<file path="src/sv/compressed_frame_layout_calc_core_assert.svh">
// Assertion macros shared by the frame layout calculator modules.
`ifndef COMPRESSED_FRAME_LAYOUT_CALC_CORE_ASSERT_SVH
`define COMPRESSED_FRAME_LAYOUT_CALC_CORE_ASSERT_SVH

// Check that is switched off while reset is high.
`define CFLC_CHECK(label, clk, rst, prop, msg) \
   label: assert property (@(posedge clk) disable iff (rst) prop) \
      else $error(msg);

// Check that also covers the reset cycles.
`define CFLC_CHECK_NORST(label, clk, prop, msg) \
   label: assert property (@(posedge clk) prop) \
      else $error(msg);

`endif

</file>
<file path="src/sv/cflc_pkg.sv">
// Shared widths and fixed constants of the frame layout calculator.
package cflc_pkg;

   localparam int DIM_W      = 14;   // width / height field
   localparam int DEPTH_W    = 5;    // bit depth field
   localparam int SIZE_W     = 28;   // luma / chroma / compressed sizes
   localparam int MV_W       = 23;
   localparam int NV12_W     = 27;
   localparam int TOTAL_W    = 29;
   localparam int ACC_W      = 29;   // internal byte-count width
   localparam int BPP_W      = 3;    // bytes per pixel, 0..4
   localparam int MAX_BPP    = 4;

   localparam int MAX_DEPTH    = 16;
   localparam int CHROMA_TILE  = 16;
   localparam int LUMA_HDR     = 32;
   localparam int CHROMA_HDR   = 8;
   localparam int ALIGN_BYTES  = 16;
   localparam int MV_SHIFT     = 6;   // 64x64 motion-vector blocks
   localparam int MV_BYTES_SH  = 8;   // 256 bytes per block

endpackage

</file>
<file path="src/sv/cflc_plane.sv">
// Pipelined tile data / metadata size calculator for one image plane.
`include "compressed_frame_layout_calc_core_assert.svh"

module cflc_plane
   import cflc_pkg::*;
#(
   parameter int TILE    = 32,
   parameter int HDR     = 32,
   parameter int DIM_MAX = 8192
) (
   input  logic             clock,
   input  logic             reset,
   input  logic             in_valid,
   input  logic [DIM_W-1:0] in_w,
   input  logic [DIM_W-1:0] in_h,
   input  logic [BPP_W-1:0] in_bpp,
   output logic             out_valid,
   output logic [ACC_W-1:0] out_data,
   output logic [ACC_W-1:0] out_meta
);

   localparam int TMAX  = (DIM_MAX + TILE - 1) / TILE;
   localparam int CW    = $clog2(TMAX + 1);
   localparam int PW    = CW + 1;
   localparam int NW    = DIM_W + 1;
   // ceil division by TILE via reciprocal; exact for numerators below 2^15
   localparam int RK    = 22;
   localparam int RM    = ((1 << RK) + TILE - 1) / TILE;
   localparam int RMW   = $clog2(RM + 1);
   localparam int PRW   = NW + RMW;
   localparam int TAREA = TILE * TILE;
   localparam int TBW   = $clog2(TAREA * MAX_BPP + 1);

   function automatic logic [CW-1:0] tile_count(input logic [DIM_W-1:0] d);
      logic [NW-1:0]  n;
      logic [PRW-1:0] p;
      n = NW'(d) + NW'(TILE - 1);
      p = PRW'(n) * PRW'(RM);
      return p[RK +: CW];
   endfunction

   // smallest power of two not below n; zero maps to one
   function automatic logic [PW-1:0] pow2_ceil(input logic [CW-1:0] n);
      logic [CW-1:0] m;
      logic [CW-1:0] s;
      m = n - CW'(1);
      s = '0;
      for (int i = 0; i < CW; i++) begin
         s[i] = |(m >> i);
      end
      if (n <= CW'(1)) begin
         return PW'(1);
      end
      return PW'(s) + PW'(1);
   endfunction

   function automatic logic [ACC_W-1:0] align16(input logic [ACC_W-1:0] x);
      logic [ACC_W-1:0] t;
      t = x + ACC_W'(ALIGN_BYTES - 1);
      return t & ~ACC_W'(ALIGN_BYTES - 1);
   endfunction

   // stage A: tile counts
   logic             va_ff;
   logic [CW-1:0]    tw_ff, th_ff;
   logic [BPP_W-1:0] bpp_a_ff;
   // stage B: tile product, metadata grid product
   logic             vb_ff;
   logic [2*CW-1:0]  tiles_ff;
   logic [2*PW-1:0]  grid_ff;
   logic [BPP_W-1:0] bpp_b_ff;
   // stage C: raw sizes
   logic             vc_ff;
   logic [ACC_W-1:0] data_raw_ff, meta_raw_ff;
   // stage D: aligned sizes
   logic             vd_ff;
   logic [ACC_W-1:0] data_ff, meta_ff;

   logic [PW-1:0]    p2w_in, p2h_in;
   logic [TBW-1:0]   tbytes_in;

   assign p2w_in    = pow2_ceil(tw_ff);
   assign p2h_in    = pow2_ceil(th_ff);
   assign tbytes_in = TBW'(TBW'(TAREA) * TBW'(bpp_b_ff));

   always_ff @(posedge clock) begin
      if (reset) begin
         va_ff <= 1'b0;
         vb_ff <= 1'b0;
         vc_ff <= 1'b0;
         vd_ff <= 1'b0;
      end else begin
         va_ff <= in_valid;
         vb_ff <= va_ff;
         vc_ff <= vb_ff;
         vd_ff <= vc_ff;
      end
   end

   always_ff @(posedge clock) begin
      tw_ff       <= tile_count(in_w);
      th_ff       <= tile_count(in_h);
      bpp_a_ff    <= in_bpp;
      tiles_ff    <= (2*CW)'(tw_ff) * (2*CW)'(th_ff);
      grid_ff     <= (2*PW)'(p2w_in) * (2*PW)'(p2h_in);
      bpp_b_ff    <= bpp_a_ff;
      data_raw_ff <= ACC_W'(tiles_ff) * ACC_W'(tbytes_in);
      meta_raw_ff <= ACC_W'(grid_ff) * ACC_W'(HDR);
      data_ff     <= align16(data_raw_ff);
      meta_ff     <= align16(meta_raw_ff);
   end

   assign out_valid = vd_ff;
   assign out_data  = data_ff;
   assign out_meta  = meta_ff;

   `CFLC_CHECK(plane_latency_a, clock, reset, out_valid == $past(in_valid, 4), "plane valid skew")
   `CFLC_CHECK(plane_meta_a, clock, reset, out_valid |-> (out_meta != '0), "empty metadata")
   `CFLC_CHECK(plane_align_a, clock, reset, out_valid |-> (out_data[3:0] == 4'd0), "data misaligned")

endmodule

</file>
<file path="src/sv/compressed_frame_layout_calc_core.sv">
// Top level of the compressed reference-frame layout calculator.
// A beat taken at a clock edge (start high, busy low) passes s0, the plane stages s1..s4
// and s5..s7, and shows on the rsp_ ports with rsp_valid high for exactly one cycle.
// Throughput: one beat per cycle while busy is low; the 8-stage datapath has no stalls.
// Reset (synchronous, active high) clears all valid bits; busy is high during reset and
// for the first cycle after it, and low from then on.
`include "compressed_frame_layout_calc_core_assert.svh"

module compressed_frame_layout_calc_core
   import cflc_pkg::*;
#(
   parameter int LUMA_TILE     = 32,
   parameter int MAX_DIMENSION = 8192
) (
   input  logic                 clock,
   input  logic                 reset,
   input  logic                 start,
   output logic                 busy,
   input  logic [DIM_W-1:0]     req_width,
   input  logic [DIM_W-1:0]     req_height,
   input  logic [DEPTH_W-1:0]   req_bit_depth,
   output logic                 rsp_valid,
   output logic [SIZE_W-1:0]    rsp_luma_data_bytes,
   output logic [SIZE_W-1:0]    rsp_luma_meta_end,
   output logic [SIZE_W-1:0]    rsp_chroma_data_offset,
   output logic [SIZE_W-1:0]    rsp_compressed_size,
   output logic [MV_W-1:0]      rsp_mv_size,
   output logic [NV12_W-1:0]    rsp_nv12_size,
   output logic [TOTAL_W-1:0]   rsp_total_size
);

   localparam int CHROMA_MAX = MAX_DIMENSION / 2;
   localparam int MVB_W      = DIM_W + 1 - MV_SHIFT;   // 64-pixel blocks per side
   localparam int WH_W       = 2 * DIM_W;

   // Stage map:
   //   s0      saturated geometry
   //   s1..s4  luma / chroma plane pipelines, side path for NV12 and MV sizes
   //   s5      y + ym, uv + uvm
   //   s6      chroma data offset, compressed size
   //   s7      total size, result registers

   logic accept;
   logic busy_ff;

   // s0
   logic               v0_ff;
   logic [DIM_W-1:0]   w0_ff, h0_ff;
   logic [DEPTH_W-1:0] bd0_ff;
   logic [DIM_W-1:0]   w_sat_in, h_sat_in;
   logic [DEPTH_W-1:0] bd_sat_in;

   // bytes per pixel: ceil(bits / 8)
   logic [DEPTH_W:0]   bits_l_in, bits_c_in;
   logic [BPP_W-1:0]   bpp_l_in, bpp_c_in;

   // side path
   logic [WH_W-1:0]    wh1_ff;
   logic [MVB_W-1:0]   mvw1_ff, mvh1_ff;
   logic [ACC_W-1:0]   nv12_2_ff, mv2_ff;
   logic [ACC_W-1:0]   nv12_3_ff, mv3_ff, nvmv3_ff;
   logic [ACC_W-1:0]   nv12_4_ff, mv4_ff, nvmv4_ff;

   // plane outputs, aligned with s4
   logic               luma_valid, chroma_valid;
   logic [ACC_W-1:0]   y_data, y_meta, uv_data, uv_meta;

   // s5 .. s7
   logic               v5_ff, v6_ff, v7_ff;
   logic [ACC_W-1:0]   y5_ff, uv5_ff, yym5_ff, uvs5_ff, nv12_5_ff, mv5_ff, nvmv5_ff;
   logic [ACC_W-1:0]   y6_ff, yym6_ff, cdo6_ff, comp6_ff, nv12_6_ff, mv6_ff, nvmv6_ff;
   logic [ACC_W-1:0]   y7_ff, yym7_ff, cdo7_ff, comp7_ff, nv12_7_ff, mv7_ff, tot7_ff;

   assign accept = start && !busy_ff;
   assign busy   = busy_ff;

   always_ff @(posedge clock) begin
      if (reset) begin
         busy_ff <= 1'b1;
      end else begin
         busy_ff <= 1'b0;
      end
   end

   // oversized geometry and bit depth clamp to the supported maxima
   assign w_sat_in  = (req_width > DIM_W'(MAX_DIMENSION)) ? DIM_W'(MAX_DIMENSION) : req_width;
   assign h_sat_in  = (req_height > DIM_W'(MAX_DIMENSION)) ? DIM_W'(MAX_DIMENSION) : req_height;
   assign bd_sat_in = (req_bit_depth > DEPTH_W'(MAX_DEPTH)) ? DEPTH_W'(MAX_DEPTH)
                                                            : req_bit_depth;

   // chroma runs at twice the luma depth
   assign bits_l_in = {1'b0, bd0_ff} + (DEPTH_W+1)'(7);
   assign bits_c_in = {bd0_ff, 1'b0} + (DEPTH_W+1)'(7);
   assign bpp_l_in  = BPP_W'(bits_l_in >> 3);
   assign bpp_c_in  = BPP_W'(bits_c_in >> 3);

   // valid line
   always_ff @(posedge clock) begin
      if (reset) begin
         v0_ff <= 1'b0;
         v5_ff <= 1'b0;
         v6_ff <= 1'b0;
         v7_ff <= 1'b0;
      end else begin
         v0_ff <= accept;
         v5_ff <= luma_valid;
         v6_ff <= v5_ff;
         v7_ff <= v6_ff;
      end
   end

   always_ff @(posedge clock) begin
      if (accept) begin
         w0_ff  <= w_sat_in;
         h0_ff  <= h_sat_in;
         bd0_ff <= bd_sat_in;
      end
   end

   // NV12 and motion-vector sizes, kept in step with the plane pipelines
   always_ff @(posedge clock) begin
      wh1_ff    <= WH_W'(w0_ff) * WH_W'(h0_ff);
      mvw1_ff   <= MVB_W'(((DIM_W+1)'(w0_ff) + (DIM_W+1)'(63)) >> MV_SHIFT);
      mvh1_ff   <= MVB_W'(((DIM_W+1)'(h0_ff) + (DIM_W+1)'(63)) >> MV_SHIFT);

      nv12_2_ff <= ACC_W'(wh1_ff) + ACC_W'(wh1_ff >> 1);
      mv2_ff    <= (ACC_W'(mvw1_ff) * ACC_W'(mvh1_ff)) << MV_BYTES_SH;

      nv12_3_ff <= nv12_2_ff;
      mv3_ff    <= mv2_ff;
      nvmv3_ff  <= nv12_2_ff + mv2_ff;

      nv12_4_ff <= nv12_3_ff;
      mv4_ff    <= mv3_ff;
      nvmv4_ff  <= nvmv3_ff;
   end

   cflc_plane #(
      .TILE    (LUMA_TILE),
      .HDR     (LUMA_HDR),
      .DIM_MAX (MAX_DIMENSION)
   ) u_luma (
      .clock     (clock),
      .reset     (reset),
      .in_valid  (v0_ff),
      .in_w      (w0_ff),
      .in_h      (h0_ff),
      .in_bpp    (bpp_l_in),
      .out_valid (luma_valid),
      .out_data  (y_data),
      .out_meta  (y_meta)
   );

   // chroma: half resolution, rounded down
   cflc_plane #(
      .TILE    (CHROMA_TILE),
      .HDR     (CHROMA_HDR),
      .DIM_MAX (CHROMA_MAX)
   ) u_chroma (
      .clock     (clock),
      .reset     (reset),
      .in_valid  (v0_ff),
      .in_w      (w0_ff >> 1),
      .in_h      (h0_ff >> 1),
      .in_bpp    (bpp_c_in),
      .out_valid (chroma_valid),
      .out_data  (uv_data),
      .out_meta  (uv_meta)
   );

   // running offsets: y | ym | uv | uvm
   always_ff @(posedge clock) begin
      y5_ff     <= y_data;
      uv5_ff    <= uv_data;
      yym5_ff   <= y_data + y_meta;
      uvs5_ff   <= uv_data + uv_meta;
      nv12_5_ff <= nv12_4_ff;
      mv5_ff    <= mv4_ff;
      nvmv5_ff  <= nvmv4_ff;

      y6_ff     <= y5_ff;
      yym6_ff   <= yym5_ff;
      cdo6_ff   <= yym5_ff + uv5_ff;
      comp6_ff  <= yym5_ff + uvs5_ff;
      nv12_6_ff <= nv12_5_ff;
      mv6_ff    <= mv5_ff;
      nvmv6_ff  <= nvmv5_ff;

      y7_ff     <= y6_ff;
      yym7_ff   <= yym6_ff;
      cdo7_ff   <= cdo6_ff;
      comp7_ff  <= comp6_ff;
      nv12_7_ff <= nv12_6_ff;
      mv7_ff    <= mv6_ff;
      tot7_ff   <= comp6_ff + nvmv6_ff;
   end

   assign rsp_valid              = v7_ff;
   assign rsp_luma_data_bytes    = y7_ff[SIZE_W-1:0];
   assign rsp_luma_meta_end      = yym7_ff[SIZE_W-1:0];
   assign rsp_chroma_data_offset = cdo7_ff[SIZE_W-1:0];
   assign rsp_compressed_size    = comp7_ff[SIZE_W-1:0];
   assign rsp_mv_size            = mv7_ff[MV_W-1:0];
   assign rsp_nv12_size          = nv12_7_ff[NV12_W-1:0];
   assign rsp_total_size         = tot7_ff[TOTAL_W-1:0];

   `CFLC_CHECK(rsp_latency_a, clock, reset, accept |-> ##8 v7_ff, "result beat missing")
   `CFLC_CHECK(rsp_origin_a, clock, reset, v7_ff |-> $past(accept, 8), "result beat timing")
   `CFLC_CHECK(planes_aligned_a, clock, reset, luma_valid == chroma_valid, "plane skew")
   `CFLC_CHECK(offset_order_a, clock, reset, v7_ff |-> (cdo7_ff >= yym7_ff), "offset order")
   `CFLC_CHECK_NORST(reset_state_a, clock, reset |=> (busy_ff && !v7_ff), "reset state")

endmodule
</file>
<file path="config.mk">
export PLATFORM = sky130hd
export DESIGN_NAME = compressed_frame_layout_calc_core
export DESIGN_NICKNAME = d
export VERILOG_FILES = /design/src/sv/cflc_pkg.sv /design/src/sv/cflc_plane.sv /design/src/sv/compressed_frame_layout_calc_core.sv
export VERILOG_INCLUDE_DIRS = /design/src /design/src/sv
export SDC_FILE = /design/constraint.sdc
export NUM_CORES = 2
export LEC_CHECK = 0
export BUFFER_PORTS_ARGS = -buffer_cell sky130_fd_sc_hd__buf_2
export CAP_MARGIN = 20
export CELL_PAD_IN_SITES_DETAIL_PLACEMENT = 1
export CELL_PAD_IN_SITES_GLOBAL_PLACEMENT = 1
export CORE_UTILIZATION = 43
export CTS_BUF_LIST = sky130_fd_sc_hd__clkbuf_16
export CTS_CLUSTER_DIAMETER = 40
export DETAILED_ROUTE_END_ITERATION = 12
export PLACE_DENSITY_LB_ADDON = 0.1
export SLEW_MARGIN = 20
export SYNTH_ARGS = -nofsm -noshare
export SYNTH_HDL_FRONTEND = slang
export SYNTH_SLANG_ARGS = --single-unit
</file>
<file path="constraint.sdc">
create_clock -name clock -period 19.2 [get_ports clock]
set_input_delay 1.92 -clock clock [delete_from_list [all_inputs] [get_ports clock]]
set_output_delay 1.92 -clock clock [all_outputs]
set_load 0.1 [all_outputs]
</file>
==> metrics.cfg <==
[run_status]
status = complete, no violations

[timing]
setup_ws_ns = 10.62
hold_viol = 0
worstMarginPinSlew_ns = 1.08
setup_viol = 0
slew-limit-headroom_pct = 27.5
slew_viol_final = 0
fin_crit_sh_pct = 44.7
finalSetupTns_ns = 0
finClkSkew_ns = 0.0332
period_minus_slack_ns = 8.58
rsz0062_at_grt = no
fmax_mhz = 117

[floorplan]
start_util_pct = 43.3
rows = 129
die_x_um = 355
dieArea_um2 = 126000
die_y_um = 355
io_pins = 229
core_region_area_um2 = 124000

[clock_network]
hold_buffers = 0
htreeDepth = 4
cts_tree = yes
cts_buffer_depth = 3
cts.sinks = 996
cts_resized = 0
clkLatencyLatePin_ns = 0.78
clk_pin_slew_ns = 0.06
post-cts-setup-buffers = 0
cts-root-buf = clkbuf_16
cts_made_buffers = 135

[routing]
drt_wl_total_um = 130000
met3WireLength_um = 4410
vias_per_cell = 4.89
route.detailed.drc = 0
first_pass_iters = 5
drt_iter0_markers = 1337
vias = 35500
wire_per_inst_um = 18.0
ant_nets = 0
top_layer = met5
wl_met1_um = 62900
route.met2.wl_um = 60200

[final_layout]
nets = 6508
fill_cells = 13600
syn2layout_area_growth_pct = 13.5
mostFrequentLayoutCells = dfxtp_1 (963), inv_1 (675), nand2_1 (535)
drive_gt1_share_pct = 8.60
final_common_cell = dfxtp_1

[synthesis]
synth-edff-count = 33
ys_seq_area_share_pct = 37.9
syn-mean-instance-area_um2 = 10.1
synth_ff_type = dfxtp_1
syn_area_um2 = 53500
synth_top_area_share_pct = 36.0
synth_area_leaders = dfxtp_1 (36%), fa_1 (17%), ha_1 (12%)
synth_seq_cells = 996
synthDistinctLibCells = 84
synthArstFlopShare_pct = 0
synth_warnings = 0
syn-instance-count = 5310
yosysTopAreaCell = dfxtp_1

[critical_path]
crit_type = reg -> reg
cp-end-kind = flop
crit_path_start_kind = flop
startpoint = u_luma.tw_ff[1]
rr_startpoint = u_luma.tw_ff[1]
cp_max_fo = 10
slowest_delay_ns = 0.53
cp_common_cell = inv_1
cp.required_ns = 19.85
critPathSlowestCell = dfxtp_1
critical_path_arrival_ns = 9.23

[power]
finalPower_w = 0.0106
power.density_nw_per_um2 = 174
p_leak_nw = 29.0
ir_drop_mv = 0.203

[grt]
track_usage_pct = 21.3
grt_pass1_wl_um = 210000
antenna_found_initial = 13
grt_pass1_vias = 38000
overflow = 0
grt_max_degree = 35

[placed_design]
gp_congestion = 0.869
post-place-ws_ns = 10.57
portBuffers = 196
hpwl_um = 104000

[min_path]
hold_class = reg -> reg
hp-start = mv4_ff[21]

[run]
maxCapViolations = 0

==> registers in the layout (all words and copies together), names as in the netlist, 24 cells and up <==
register	cells
comp6_ff	25
comp7_ff	24
nv12_2_ff	29
nvmv3_ff	29
nvmv4_ff	29
nvmv5_ff	29
nvmv6_ff	29
rsp_total_size	29
uvs5_ff	25
wh1_ff	28
yym5_ff	24
==> final timing paths <==
path                         to  depth (start not counted)  slack, ns
min                  mv5_ff[21]                          0       0.30
max          u_luma.grid_ff[19]                         32      10.62
max reg2reg  u_luma.grid_ff[19]                         32      10.62
min reg2reg          mv5_ff[21]                          0       0.30
==> synthesized netlist by cell type (8+ instances only) <==
cell        n
nand2b_1   56
dfxtp_1   963
o21bai_1   28
o21a_1     34
or4_1       9
inv_1     662
nor4_1     19
xnor2_1   264
a211oi_1   22
nand3_1   100
nor3_1     73
and2_1    227
nor2_1    325
edfxtp_1   33
a21boi_0   15
nor2b_1    78
xor2_1     84
nor3b_1     8
or3_1      28
o31ai_1    15
ha_1      512
buf_4      39
a21o_1     69
a31oi_1    27
and3_1     27
clkbuf_1  140
or2_2      22
o41ai_1     9
o21ai_0    89
nand2_1   535
o311ai_0    8
o21ai_1     9
a21oi_1   182
nand4_1    16
fa_1      456
o211ai_1    8
==> cell families after synthesis <==
kind of cell    count (synthesis)  synth area share, %
fa+ha+maj                     968                 29.0
buf+inv                       854                 6.27
simple gates                 1552                 13.9
mux                             7                0.131
compound gates                584                 7.07
other cells                     1              0.00701
flops                         996                 37.9
xor+xnor                      348                 5.69
==> worst max-delay path, delay by kind of cell (launching register included) <==
kind | cells | cell delay (ns)
AO/OA/AOI/OAI | 8 | 1.97
XOR/XNOR | 1 | 0.13
adder cells (fa/ha/maj) | 8 | 3.31
buffers and inverters | 7 | 0.58
flip-flops | 1 | 0.53
multiplexers | 1 | 0.16
AND/OR/NAND/NOR | 7 | 1.74
==> routing by layer <==
metal | global-route usage, % | up-vias
li1 | - | 17400
met1 | 29.2 | 17400
met2 | 34.8 | 547
met3 | 3.31 | 159
met4 | 5.81 | 2
met5 | 0 | -
==> stage by stage <==
step           cells  utilization, %  cell area (um^2)  hold slack (ns)
3_5_place_dp    7004            45.3             56000            0.313
3_3_place_gp    7004            45.3             56000            0.310
6_report        7257            49.1             60700            0.303
4_1_cts         7255            49.1             60700            0.299
2_1_floorplan   5341               -             53600            0.310
5_1_grt         7255            49.1             60700            0.306
==> area by class of cell <==
cell class | count | area (um^2) | area share [%]
clock buffer | 135 | 3380 | 5.56
tap | 1637 | 2050 | 3.37
clock inverter | 116 | 1380 | 2.27
antenna | 2 | 5.00 | 0.00824
multi-input combinational | 3491 | 30000 | 49.4
timing repair buffer | 217 | 1140 | 1.87
sequential | 996 | 20300 | 33.4
inverter | 663 | 2490 | 4.10
==> power breakdown <==
part | switching [W] | internal (W) | leakage [nW]
sequential | 0.000427 | 0.00290 | 8.38
clock | 0.00102 | 0.00151 | 2.32
combinational | 0.00320 | 0.00154 | 18.3
Power figures use the tool's default switching activity.
